===== config.mk =====
export PLATFORM = sky130hd
export DESIGN_NAME = rms_cell
export DESIGN_NICKNAME = d
export VERILOG_FILES = /design/src/rtl/rms_pkg.sv /design/src/rtl/rms_cell.sv
export SDC_FILE = /design/constraint.sdc
export NUM_CORES = 1
export LEC_CHECK = 0
export BUFFER_PORTS_ARGS = -buffer_cell sky130_fd_sc_hd__buf_4
export CAP_MARGIN = 10
export CORE_MARGIN = 2
export CORE_UTILIZATION = 41
export CTS_CLUSTER_DIAMETER = 50
export CTS_CLUSTER_SIZE = 28
export DETAILED_ROUTE_END_ITERATION = 8
export PLACE_DENSITY = 0.86
export SLEW_MARGIN = 40
export SYNTH_ARGS = -nofsm -noshare
export SYNTH_HDL_FRONTEND = slang
export SYNTH_SLANG_ARGS = --single-unit

===== constraint.sdc =====
create_clock -name clk -period 4 [get_ports clk]
set_input_delay 0.2 -clock clk [delete_from_list [all_inputs] [get_ports clk]]
set_output_delay 0.2 -clock clk [all_outputs]
set_load 0.005 [all_outputs]

===== src/rtl/rms_pkg.sv =====
// Shared types, sizes and codes for the running median set.
package rms_pkg;

	localparam int CAPACITY = 64;
	localparam int IDX_W    = $clog2(CAPACITY);
	localparam int CNT_W    = $clog2(CAPACITY + 1);
	localparam int VAL_W    = 32;
	localparam int ECNT_W   = 7;

	localparam logic [1:0] REQ_INSERT = 2'd0;
	localparam logic [1:0] REQ_REMOVE = 2'd1;
	localparam logic [1:0] REQ_QUERY  = 2'd2;

	localparam logic [1:0] ST_OK     = 2'd0;
	localparam logic [1:0] ST_FULL   = 2'd1;
	localparam logic [1:0] ST_ABSENT = 2'd2;
	localparam logic [1:0] ST_EMPTY  = 2'd3;

	// Broadcast to every cell in the row.
	typedef struct packed {
		logic                    ins;
		logic                    rem;
		logic signed [VAL_W-1:0] key;
		logic [CNT_W-1:0]        count;
	} rms_cell_ctrl_t;

	// Per-cell compare results against the broadcast key.
	typedef struct packed {
		logic gt;
		logic ge;
		logic eq;
	} rms_cell_flags_t;

endpackage


===== src/rtl/rms_cell.sv =====
// One slot of the sorted row: compares against the key and shifts left or right.
module rms_cell import rms_pkg::*; (
	input  logic                    clk,
	input  logic [IDX_W-1:0]        idx,
	input  rms_cell_ctrl_t          ctrl,
	input  logic signed [VAL_W-1:0] left_val,
	input  logic                    left_gt,
	input  logic signed [VAL_W-1:0] right_val,
	output logic signed [VAL_W-1:0] val,
	output rms_cell_flags_t         flags
);

	logic signed [VAL_W-1:0] val_q;
	logic                    occupied;
	logic                    at_end;

	assign occupied = {1'b0, idx} < ctrl.count;
	assign at_end   = {1'b0, idx} == ctrl.count;

	assign flags.gt = occupied && (val_q > ctrl.key);
	assign flags.ge = occupied && (val_q >= ctrl.key);
	assign flags.eq = occupied && (val_q == ctrl.key);
	assign val      = val_q;

	always_ff @(posedge clk) begin
		if (ctrl.ins) begin
			// cells past the insertion point take their left neighbor
			if (left_gt) begin
				val_q <= left_val;
			end else if (flags.gt || at_end) begin
				val_q <= ctrl.key;
			end
		end else if (ctrl.rem) begin
			// from the first copy of the key on, pull the right neighbor in
			if (flags.ge) begin
				val_q <= right_val;
			end
		end
	end

endmodule


==> results.rst, run 1 <==
.. list-table::
   :header-rows: 1

   * - Metric
     - Value
   * - Outcome
     - finished clean
   * - Number of buffers inserted by port buffering
     - 147
   * - Worst r2r path cells
     - 8
   * - Req. time, crit path
     - 3.80 ns
   * - Power density over cell area
     - about 330 nW/um2
   * - HPWL Detailed
     - about 6000 um
   * - Worst path max stage delay
     - approximately 0.5 ns
   * - Cts hold-fix bufs
     - 0
   * - Worst ir drop on vdd
     - approximately 0.23 mV
   * - Register bit count reported by yosys
     - 32
   * - Most frequently used flop master after synthesis
     - sky130_fd_sc_hd__edfxtp_1
   * - Placed cell areas
     - between 3000 and 4000 um2
   * - Fraction of registers with async set or reset after synthesis
     - 0
   * - Detail-routed via count per cell
     - 5.11
   * - Maximum number of pins on one net before global-route repair
     - 68
   * - Setup slack of the most critical reg-to-reg path
     - approximately 1.2 ns
   * - Final RePlAce weighted congestion
     - 0.828
   * - Flip-flop count of the largest register, all copies and words added
     - 32
   * - Setup repair after global routing missed its margin
     - no
   * - Number of instances in the synthesized netlist
     - between 200 and 300
   * - Avg Synthesized Cell Area
     - approximately 9.2 um2
   * - GRT overflow
     - 0
   * - Total count of hold-check failures in the final report
     - 0
   * - Number of DRC violations after detailed routing
     - 0
   * - CTS buffer count
     - 5
   * - EDFF count, synth
     - 32
   * - Number of sinks handled by clock tree synthesis
     - 32
   * - Utilization after layout
     - 0.618
   * - Area growth, synth to finish
     - 47.8%
   * - Period utilisation layout
     - 0.709
   * - Achievable frequency
     - 352 MHz
   * - Number of buffers inserted by post-CTS setup repair
     - 0
   * - Nets
     - between 500 and 600
   * - Nets in the synthesized netlist
     - 436
   * - Worst Hold End
     - val[0]
   * - Wire length of the first global-routing pass
     - between 10000 and 15000 um
   * - Type of origin of the critical path
     - flip-flop
   * - Maximum clock path buffer count
     - 2
   * - Detailed-route wire length
     - 7350 um
   * - HP Class
     - in -> reg
   * - Total Neg Setup Slack
     - 0 ns
   * - Worst-case headroom to the max-slew limit
     - 0.580
   * - CTS root buffer
     - sky130_fd_sc_hd__clkbuf_8
   * - Clock period minus final worst setup slack
     - approximately 2.8 ns
   * - Cell area after technology mapping
     - ~2600 um2
   * - DIE WIDTH
     - roughly 84 um
   * - Number of H-tree branching levels
     - 2
   * - Startpoint of the most critical register-to-register path
     - val[14]
   * - Average routed wire per standard cell
     - roughly 15 um
   * - CTS tree
     - done
   * - Clock network latency to the later pin of the worst-skew pair
     - ~0.28 ns
   * - Antenna-violating nets left
     - 0
   * - Length of the first detailed-routing pass in iterations
     - 5
   * - Final Power
     - around 1300 uW
   * - Core region area
     - 6280 um2
   * - Series of cell instances along the critical path
     - ha_1 > nand4_1 > nor4_1 > a211o_1 > a21oi_2 > xnor2_1 > a21oi_1 > buf_4
   * - Endpoint of the most critical register-to-register path
     - val[24]
   * - Starting Density
     - 0.419
   * - Least-Margin Pin Slew
     - ~0.63 ns
   * - Data arrival, critical path
     - between 2 and 3 ns
   * - Summed area of non-filler cells in the final layout
     - around 3900 um2
   * - Post-route worst hold slack
     - between 0.2 and 0.25 ns
   * - Pleak
     - between 0.002 and 0.0025 uW
   * - Clk pin slew, worst setup/hold paths
     - about 0.070 ns
   * - Cts repair resizes
     - 0
   * - Max-slew violation total from the final report
     - 0
   * - Count of inserted antenna diode cells
     - 0
   * - Number of ports placed on the die boundary
     - 148
   * - Via count of the first global-routing pass
     - ~2600
   * - Detailed router's first-iteration violation count
     - 65
   * - Via Count
     - 2586
   * - Final clock skew
     - roughly 0.0063 ns
   * - Number of antenna violations at the first check in global routing
     - 0
   * - Row Count
     - 29
   * - Number of warnings reported in the yosys synthesis log
     - 0
   * - Proportion of layout cells with a drive suffix above 1
     - 0.371
   * - Crit path kind
     - reg -> out
   * - DIE HEIGHT
     - between 80 and 90 um
   * - Overall fraction of global-route tracks in use
     - 0.211
   * - Final-report setup violation count
     - 0
   * - Die outline area
     - 7070 um2
   * - Critical path capture point type
     - primary output
   * - Cell at the slowest stage of the critical path
     - sky130_fd_sc_hd__nor4_1
   * - Count of different cell masters after synthesis
     - 29
   * - Sequential-to-total area share from yosys stat
     - 0.366
   * - Source of the worst hold timing path
     - right_val[0]
   * - Total of max-cap violations
     - 0
   * - Cells on Worst Hold Path
     - 3
   * - Largest fanout of any net on the critical path
     - 3
how the worst max path moves through the flow:
stage / start / endpoint / slack, ns / cells after the start
after floorplan: val[14] / val[0] / 0.23 / 8
after global placement: val[31] / val[16] / 1.29 / 6
after detailed placement: val[14] / val[18] / 1.20 / 8
after CTS: val[14] / flags[1] / 1.17 / 8
after global routing: val[14] / val[14] / 1.04 / 8
final: val[14] / flags[1] / 1.16 / 8
placed cells by master, fill, tap and decap left out:
master                      instances
sky130_fd_sc_hd__buf_4            148
sky130_fd_sc_hd__a21o_1             5
sky130_fd_sc_hd__o211ai_2           1
sky130_fd_sc_hd__a211o_1            1
sky130_fd_sc_hd__edfxtp_1          32
sky130_fd_sc_hd__nor4_1             1
sky130_fd_sc_hd__nand4_1            6
sky130_fd_sc_hd__xnor2_1            1
sky130_fd_sc_hd__nand3_1            5
sky130_fd_sc_hd__a221o_1            1
sky130_fd_sc_hd__nor3_1             2
sky130_fd_sc_hd__nand4b_1           1
sky130_fd_sc_hd__a21oi_2            2
sky130_fd_sc_hd__nor4_2             1
sky130_fd_sc_hd__a21oi_1           46
sky130_fd_sc_hd__o21ai_1            2
sky130_fd_sc_hd__nor2_1            38
sky130_fd_sc_hd__inv_1             41
sky130_fd_sc_hd__clkinv_1           2
sky130_fd_sc_hd__nor3b_2            1
sky130_fd_sc_hd__ha_1              38
sky130_fd_sc_hd__o21ai_0            3
sky130_fd_sc_hd__o22ai_1            1
sky130_fd_sc_hd__a2111oi_0          1
sky130_fd_sc_hd__nand2_1           10
sky130_fd_sc_hd__a31oi_4            1
sky130_fd_sc_hd__mux2i_1           32
sky130_fd_sc_hd__clkbuf_8           5
sky130_fd_sc_hd__a221oi_1           1
layout make-up:
type | instances | area (um2)
clock buffer | 5 | 68.8
clock inverter | 2 | 7.51
fill | 562 | 2390
inverter | 41 | 154
multi-input combinational | 201 | 1480
sequential | 32 | 961
tap | 77 | 96.3
timing repair buffer | 148 | 1110
through the flow:
| stage | cells | setup WS (ns) |
|---|---|---|
| 2_1_floorplan | 285 | 0.227 |
| 4_1_cts | 506 | 1.17 |
| 6_report | 506 | 1.16 |
| 5_1_grt | 506 | 1.04 |
| 3_3_place_gp | 499 | 1.29 |
| 3_5_place_dp | 499 | 1.20 |
where the power goes:
part	leakage, uW	internal (uW)	total (uW)	switching, uW
combinational	0.00166	284	548	264
clock	0.0000391	115	232	117
sequential	0.000304	471	510	38.8
total	0.00201	870	1290	420
synth_stat cells (all sizes together) (2+ instances only):
cell type	count	area share
a21o	5	0.014
a21oi	48	0.094
buf	5	0.0081
clkbuf	6	0.0086
edfxtp	32	0.37
ha	38	0.18
inv	41	0.059
mux2i	32	0.12
nand2	10	0.014
nand3	5	0.0095
nand4	6	0.014
nor2	38	0.054
nor3	2	0.0038
nor4	2	0.0071
o21ai	5	0.0095
metal layers:
layer	vias to the layer above	track usage	wire, um
met1	1161	0.231	2740
met3	18	0.0593	535
met2	105	0.380	3840
li1	1302	-	-
met4	0	0.0836	232
met5	-	0	0
worst max-delay path, delay by kind of cell, from the launching register on:
family	cells	cell delay (ns)
adder cells (fa/ha/maj)	1	0.35
AO/OA/AOI/OAI	3	0.41
flip-flops	1	0.40
buffers and inverters	1	0.17
XOR/XNOR	1	0.36
AND/OR/NAND/NOR	2	0.67
kinds of logic after synthesis:
logic type      after synthesis  share of synthesized area
buf+inv                      52                     0.0752
simple gates                 65                      0.111
fa+ha+maj                    38                      0.181
xor+xnor                      1                    0.00333
mux                          32                      0.122
compound gates               65                      0.141
flops                        32                      0.366
No activity file was read; power rests on OpenSTA's default activity.
==> inputs of run 2 (changes only) <==
==> constraint.sdc (replaced) <==
create_clock -name clk -period 2.4 [get_ports clk]
set_input_delay 0.12 -clock clk [delete_from_list [all_inputs] [get_ports clk]]
set_output_delay 0.12 -clock clk [all_outputs]
set_load 0.005 [all_outputs]
==> run 2 against run 1 <==
  * The flow now finishes with violations (setup timing)
  * Utilization up 3.7 points
  * Register-to-register slack got worse by 1.4 ns
  * Clock skew rose by 0.0016 ns
  * Flip-flop and latch count unchanged
  * Sequential share of layout area is 1.4 points lower
  * Final area grew 6.1%
  * Critical path depth rose by 2
  * Critical path type unchanged
  * Critical endpoint is now flags[2]
  * Largest power group unchanged
==> results.rst, run 2 (synthesis results as in run 1) <==
.. list-table::
   :header-rows: 1

   * - Metric
     - Value
   * - Largest fanout of any net on the critical path
     - 2 (-1)
   * - Final-report setup violation count
     - 34 (+34)
   * - Final RePlAce weighted congestion
     - 0.763 (-7.9%)
   * - Clk pin slew, worst setup/hold paths
     - 0.07 ns (about the same)
   * - Nets
     - 600 (+3.4%)
   * - Req. time, crit path
     - 2.28 ns (-1.52 ns)
   * - Power density over cell area
     - 569 nW/um2 (+71%)
   * - Worst r2r path cells
     - 9 (+1)
   * - Overall fraction of global-route tracks in use
     - 0.210 (-0.000240)
   * - Achievable frequency
     - approximately 370 MHz
   * - Worst path max stage delay
     - 0.40 ns (-0.10 ns)
   * - Pleak
     - 0.00212 uW (+5.5%)
   * - DIE HEIGHT
     - 84.1 um (unchanged)
   * - Max-slew violation total from the final report
     - 0 (unchanged)
   * - Number of H-tree branching levels
     - 2 (unchanged)
   * - Final clock skew
     - 0.00790 ns (+0.00159 ns)
   * - Critical path capture point type
     - primary output
   * - Number of placed instances, taps included
     - 514 (+3.0%)
   * - Cells on Worst Hold Path
     - 3 (unchanged)
   * - Number of sinks handled by clock tree synthesis
     - 32 (unchanged)
   * - Via Count
     - 2667 (+3.1%)
   * - Length of the first detailed-routing pass in iterations
     - 4 (-1)
   * - Data arrival, critical path
     - 2.58 ns (-0.06 ns)
   * - Detailed router's first-iteration violation count
     - 36 (-45%)
   * - Critical path buffer and inverter count
     - 2 (+1)
   * - Proportion of layout cells with a drive suffix above 1
     - 0.416 (+0.0459)
   * - Average routed wire per standard cell
     - 14.4 um (-1.0%)
   * - Detail-routed via count per cell
     - 5.07 (-0.79%)
   * - Number of antenna violations at the first check in global routing
     - 0 (unchanged)
   * - Number of gates on the worst path with buffers counted
     - 10 (+2)
   * - Total count of hold-check failures in the final report
     - 0 (unchanged)
   * - Final instance count without filler cells
     - 526 (+4.0%)
   * - Antenna-violating nets left
     - 0 (unchanged)
   * - Number of DRC violations after detailed routing
     - 0 (unchanged)
   * - Worst-case headroom to the max-slew limit
     - 0.617 (+0.0365)
   * - Least-Margin Pin Slew
     - 0.575 ns (-0.0548 ns)
   * - Maximum clock path buffer count
     - 2 (unchanged)
   * - Wire length of the first global-routing pass
     - 12100 um (+0.41%)
   * - Final worst slack
     - -0.299 ns (-1.46 ns)
   * - Number of buffers inserted by port buffering
     - 147 (unchanged)
   * - Area growth, synth to finish
     - 56.7%
   * - Die outline area
     - 7070 um2 (unchanged)
   * - CTS root buffer
     - sky130_fd_sc_hd__clkbuf_8
   * - HP Class
     - in -> reg
   * - Series of cell instances along the critical path
     - ha_1 > a21oi_1 > o21ai_1 > a221o_1 > a211o_1 > a21oi_2 > xnor2_2 > buf_4 > nor3b_2 > buf_4
   * - Row Count
     - 29 (unchanged)
   * - Setup repair after global routing missed its margin
     - yes
   * - Number of ports placed on the die boundary
     - 148 (unchanged)
   * - Kind of cell adding the most delay to the critical path
     - compound AO/OA/AOI/OAI gates
   * - Worst ir drop on vdd
     - 0.363 mV (+55%)
   * - GRT overflow
     - 0 (unchanged)
   * - Crit path kind
     - reg -> out
   * - Clock period minus final worst setup slack
     - 2.70 ns
   * - CTS tree
     - done
   * - Flip-flop count of the largest register, all copies and words added
     - 32 (unchanged)
   * - Via count of the first global-routing pass
     - 2761 (+4.3%)
   * - DIE WIDTH
     - 84.1 um (unchanged)
   * - Violations in the final reports
     - setup timing
   * - Utilization after layout
     - 0.656 (+0.0375)
   * - Core region area
     - 6280 um2 (unchanged)
   * - CTS buffer count
     - 5 (unchanged)
   * - Commonest non-fill, non-tap cell in the layout
     - sky130_fd_sc_hd__buf_4
   * - Most frequent cell on the critical path
     - sky130_fd_sc_hd__buf_4
   * - Maximum number of pins on one net before global-route repair
     - 63 (-7.4%)
   * - Cell at the slowest stage of the critical path
     - sky130_fd_sc_hd__edfxtp_1
   * - Total of max-cap violations
     - 0 (unchanged)
   * - Outcome
     - finished with violations
   * - Post-route worst hold slack
     - 0.147 ns (-0.0843 ns)
   * - Detailed-route wire length
     - 7560 um (+2.9%)
   * - Period utilisation layout
     - 1.12
   * - Type of origin of the critical path
     - flip-flop
   * - Most frequent cells in the layout
     - sky130_fd_sc_hd__buf_4 (166), sky130_fd_sc_hd__a21oi_1 (45), sky130_fd_sc_hd__inv_1 (41)
   * - Filler cell count in the final layout
     - 541 (-3.7%)
   * - Count of inserted antenna diode cells
     - 0 (unchanged)
   * - HPWL Detailed
     - 6220 um (+3.3%)
   * - Starting Density
     - 0.419 (unchanged)
   * - Clock network latency to the later pin of the worst-skew pair
     - 0.29 ns (about the same)
run 2: cell count changes in the layout (fill, tap and decap cells not counted), sizes merged:
cell	delta
buf	+20
clkinvlp	+1
clkinv	-1
run 2: layout make-up:
| cell class | instances | area, um2 | area share |
|---|---|---|---|
| clock buffer | 5 | 68.8 | 0.0167 |
| clock inverter | 2 | 12.5 | 0.00304 |
| inverter | 41 | 154 | 0.0374 |
| multi-input combinational | 201 | 1540 | 0.374 |
| sequential | 32 | 961 | 0.233 |
| tap | 77 | 96.3 | 0.0234 |
| timing repair buffer | 168 | 1290 | 0.312 |
run 2: worst register-to-register path, delay by kind of cell, from the launching register on:
family,cells,cell delay (ns)
xor+xnor,1,0.13
compound gates,6,1.26
flops,1,0.40
buf+inv,1,0.20
fa+ha+maj,1,0.30
run 2: final timing paths:
| kind | startpoint | to | slack (ns) |
|---|---|---|---|
| worst min-delay path | right_val[0] | val[0] | 0.15 |
| worst min register to register | val[31] | val[31] | 1.22 |
| worst max-delay path | val[7] | flags[2] | -0.30 |
| worst max register to register | val[7] | val[12] | -0.20 |
run 2: stage by stage:
stage          setup slack [ns]  power (uW)  TNS, ns  area [um2]
2_1_floorplan            -0.341        1310   -10.92        2660
3_3_place_gp            -0.0857        1850    -2.55        3960
3_5_place_dp             -0.164        1910    -5.02        3960
4_1_cts                  -0.299        2320    -6.21        4050
5_1_grt                  -0.416        2490   -10.08        4120
6_report                 -0.299        2340    -6.56        4120
run 2: layer usage:
metal | up-vias | track usage | routed length (um)
li1 | 1348 | - | -
met1 | 1208 | 0.221 | 2860
met2 | 94 | 0.403 | 4040
met3 | 17 | 0.0554 | 494
met4 | 0 | 0.0660 | 168
met5 | - | 0 | 0
run 2: power breakdown:
group / leakage (uW) / switching, uW / internal, uW
sequential: 0.000304 / 68.6 / 783
combinational: 0.00177 / 478 / 600
clock: 0.0000400 / 219 / 196
total: 0.00212 / 766 / 1580
run 2: timing repair:
action                                 in CTS  in global routing
resized for setup                           0                  4
endpoints found under the hold margin       0                  0
hold buffers                                0                  0
setup endpoints to repair                  35                 35
pin swaps                                   0                  5
buffers inserted                            0                  5
==> inputs of run 3 (changes only) <==
==> constraint.sdc (replaced) <==
create_clock -name clk -period 2.4 [get_ports clk]
set_input_delay 0.6 -clock clk [delete_from_list [all_inputs] [get_ports clk]]
set_output_delay 0.6 -clock clk [all_outputs]
set_load 0.005 [all_outputs]
==> run 3 against run 2 <==
  * The run still ends with setup timing left
  * Hold slack improved by 0.48 ns
  * Maximum frequency fell by 10%
  * Cell count is 6.7% higher
  * Total power grew 18%
  * Non-clock buffer count grew 34
  * Combinational power grew 28%
==> results.rst, run 3 (synthesis results as in run 1) <==
.. list-table::
   :header-rows: 1

   * - Metric
     - Value
   * - Filler cell count in the final layout
     - 465 (-14%)
   * - Proportion of layout cells with a drive suffix above 1
     - 0.500 (+0.0835)
   * - Kind of cell adding the most delay to the critical path
     - compound AO/OA/AOI/OAI gates
   * - Utilization after layout
     - 0.729 (+0.0732)
   * - Sequential cell fraction of total power
     - 0.314 (-0.049)
   * - Least-Margin Pin Slew
     - 0.667 ns (+0.0920 ns)
   * - Worst path max stage delay
     - 0.32 ns (-0.08 ns)
   * - Flip-flop count of the largest register, all copies and words added
     - 32 (unchanged)
   * - Crit path kind
     - in -> out
   * - Nets
     - 634 (+5.7%)
   * - Number of placed instances, taps included
     - 540 (+5.1%)
   * - Clk pin slew, worst setup/hold paths
     - 0.07 ns (about the same)
   * - Startpoint of the most critical register-to-register path
     - val[7]
   * - Die outline area
     - 7070 um2 (unchanged)
   * - Setup repair after global routing missed its margin
     - yes
   * - Worst ir drop on vdd
     - 0.381 mV (+5.0%)
   * - Relative contribution of the clock network to total power
     - 0.188 (+0.011)
   * - Power density over cell area
     - 603 nW/um2 (+5.9%)
   * - Row Count
     - 29 (unchanged)
   * - Most frequent cells in the layout
     - sky130_fd_sc_hd__buf_4 (196), sky130_fd_sc_hd__a21oi_1 (44), sky130_fd_sc_hd__nor2_1 (38)
   * - Average routed wire per standard cell
     - 15.1 um (+4.9%)
   * - Detailed-route wire length
     - 8460 um (+12%)
   * - Area growth, synth to finish
     - 74.2%
   * - Post-route worst hold slack
     - 0.626 ns (+0.479 ns)
   * - Final clock skew
     - 0.00620 ns (-0.00170 ns)
   * - Type of origin of the critical path
     - input pin
   * - Power share of the combinational group
     - 0.499 (+0.039)
   * - Req. time, crit path
     - 1.80 ns (-0.48 ns)
   * - Final instance count without filler cells
     - 561 (+6.7%)
   * - Wire length of the first global-routing pass
     - 13400 um (+11%)
   * - Length of the first detailed-routing pass in iterations
     - 4 (unchanged)
   * - Max-slew violation total from the final report
     - 0 (unchanged)
   * - DIE HEIGHT
     - 84.1 um (unchanged)
   * - Detail-routed via count per cell
     - 5.06 (-0.30%)
   * - Placed cell areas
     - 4280 um2 (+8.0%)
   * - Via Count
     - 2836 (+6.3%)
   * - Net switching power
     - 835 uW (+9.0%)
   * - Switch share
     - 0.303 (-0.0240)
   * - Final Power
     - 2760 uW (+18%)
   * - Clock network latency to the later pin of the worst-skew pair
     - 0.29 ns (about the same)
   * - Cells on Worst Hold Path
     - 3 (unchanged)
   * - Series of cell instances along the critical path
     - buf_4 > inv_2 > ha_4 > nand4_1 > nor2_1 > a221o_1 > a211o_1 > a21oi_2 > xnor2_2 > a21oi_1 > buf_4
   * - Total count of hold-check failures in the final report
     - 0 (unchanged)
   * - Violations in the final reports
     - setup timing
   * - Number of ports placed on the die boundary
     - 148 (unchanged)
   * - Most frequent cell on the critical path
     - sky130_fd_sc_hd__buf_4
   * - Final-report setup violation count
     - 35 (+2.9%)
   * - Number of H-tree branching levels
     - 2 (unchanged)
   * - Summed area of non-filler cells in the final layout
     - 4580 um2 (+11%)
   * - Overall fraction of global-route tracks in use
     - 0.239 (+0.0287)
   * - CTS buffer count
     - 5 (unchanged)
   * - Number of antenna violations at the first check in global routing
     - 0 (unchanged)
   * - Via count of the first global-routing pass
     - 3029 (+9.7%)
   * - Starting Density
     - 0.419 (unchanged)
   * - Commonest non-fill, non-tap cell in the layout
     - sky130_fd_sc_hd__buf_4
   * - Internal power consumption
     - 1920 uW (+22%)
   * - Pleak
     - 0.00233 uW (+10%)
   * - CTS tree
     - done
   * - Maximum clock path buffer count
     - 2 (unchanged)
   * - Number of DRC violations after detailed routing
     - 0 (unchanged)
   * - HP Class
     - in -> reg
   * - Core region area
     - 6280 um2 (unchanged)
   * - Source of the worst hold timing path
     - right_val[3]
   * - CTS root buffer
     - sky130_fd_sc_hd__clkbuf_8
   * - Clock period minus final worst setup slack
     - 3.00 ns (+0.303 ns)
   * - Final worst slack
     - -0.601 ns (-0.303 ns)
   * - Cell at the slowest stage of the critical path
     - sky130_fd_sc_hd__a221o_1
   * - Count of inserted antenna diode cells
     - 0 (unchanged)
   * - Setup slack of the most critical reg-to-reg path
     - -0.44 ns (-0.24 ns)
   * - Number of sinks handled by clock tree synthesis
     - 32 (unchanged)
   * - Endpoint of the most critical register-to-register path
     - val[21]
   * - Achievable frequency
     - 333 MHz (-10%)
   * - Critical path buffer and inverter count
     - 3 (+1)
   * - Final RePlAce weighted congestion
     - 0.932 (+22%)
   * - Worst r2r path cells
     - 13 (+4)
   * - HPWL Detailed
     - 6670 um (+7.2%)
   * - Period utilisation layout
     - 1.25 (+0.126)
   * - Maximum number of pins on one net before global-route repair
     - 41 (-35%)
   * - Data arrival, critical path
     - 2.40 ns (-0.18 ns)
   * - Worst-case headroom to the max-slew limit
     - 0.552 (-0.0648)
   * - DIE WIDTH
     - 84.1 um (unchanged)
   * - Outcome
     - finished with violations
   * - Worst Hold End
     - val[3]
   * - Cts hold-fix bufs
     - 0 (unchanged)
   * - Total of max-cap violations
     - 0 (unchanged)
   * - Largest fanout of any net on the critical path
     - 3 (+1)
   * - Critical path capture point type
     - primary output
   * - Detailed router's first-iteration violation count
     - 112 (+210%)
   * - Number of buffers inserted by port buffering
     - 147 (unchanged)
   * - GRT overflow
     - 0 (unchanged)
   * - Antenna-violating nets left
     - 0 (unchanged)
run 3: tightest hold or removal path, cell delays in order:
cell	delay (ns)
sky130_fd_sc_hd__buf_4	0.08
sky130_fd_sc_hd__nor2_1	0.03
sky130_fd_sc_hd__a21oi_1	0.10
run 3: metrics by stage:
stage,setup slack (ns),TNS [ns]
6_report,-0.601,-12.75
4_1_cts,-0.574,-12.08
2_1_floorplan,-0.521,-17.21
3_3_place_gp,-0.603,-19.02
3_5_place_dp,-0.644,-21.24
5_1_grt,-0.681,-18.99
run 3: power groups by stage:
| stage | clock network, uW | logic [uW] | registers [uW] |
|---|---|---|---|
| after floorplan | 0 | 467 | 884 |
| after global placement | 0 | 1150 | 869 |
| after detailed placement | 0 | 1190 | 882 |
| after CTS | 528 | 1370 | 866 |
| after global routing | 547 | 1500 | 879 |
| final | 518 | 1380 | 866 |
run 3: worst max-delay path by stage:
stage                         from  endpoint  slack, ns  cells after the start
after floorplan           ctrl[21]    val[0]      -0.52                      9
after detailed placement  ctrl[14]  flags[1]      -0.64                     11
final                     ctrl[20]  flags[1]      -0.60                     11
after CTS                  val[13]  flags[1]      -0.57                      9
after global routing        val[5]  flags[1]      -0.68                      9
after global placement    ctrl[21]  flags[1]      -0.60                     10
run 3: cell type report:
cell class	instances	area [um2]	area share
multi-input cells	201	1650	0.361
flip-flops and latches	32	961	0.210
inverters	41	161	0.0353
repair buffers	202	1600	0.349
well taps	77	96.3	0.0210
clock buffers	6	72.6	0.0159
clock inverters	2	35.0	0.00765
run 3: what timing repair did:
item / CTS / global route
pin swaps: 18 / 0
gates resized for setup: 9 / 1
setup endpoints to repair: 35 / 35
hold endpoints to repair: 0 / 0
gates cloned: 2 / 0
buffers inserted: 10 / 2
run 3: layer usage:
layer  global-route usage  share of wire  vias to the layer above
li1                     -              -                     1421
met1                0.252           0.39                     1298
met2                0.470           0.54                      101
met3               0.0366          0.044                       16
met4               0.0850          0.023                        0
met5                    0              0                        -
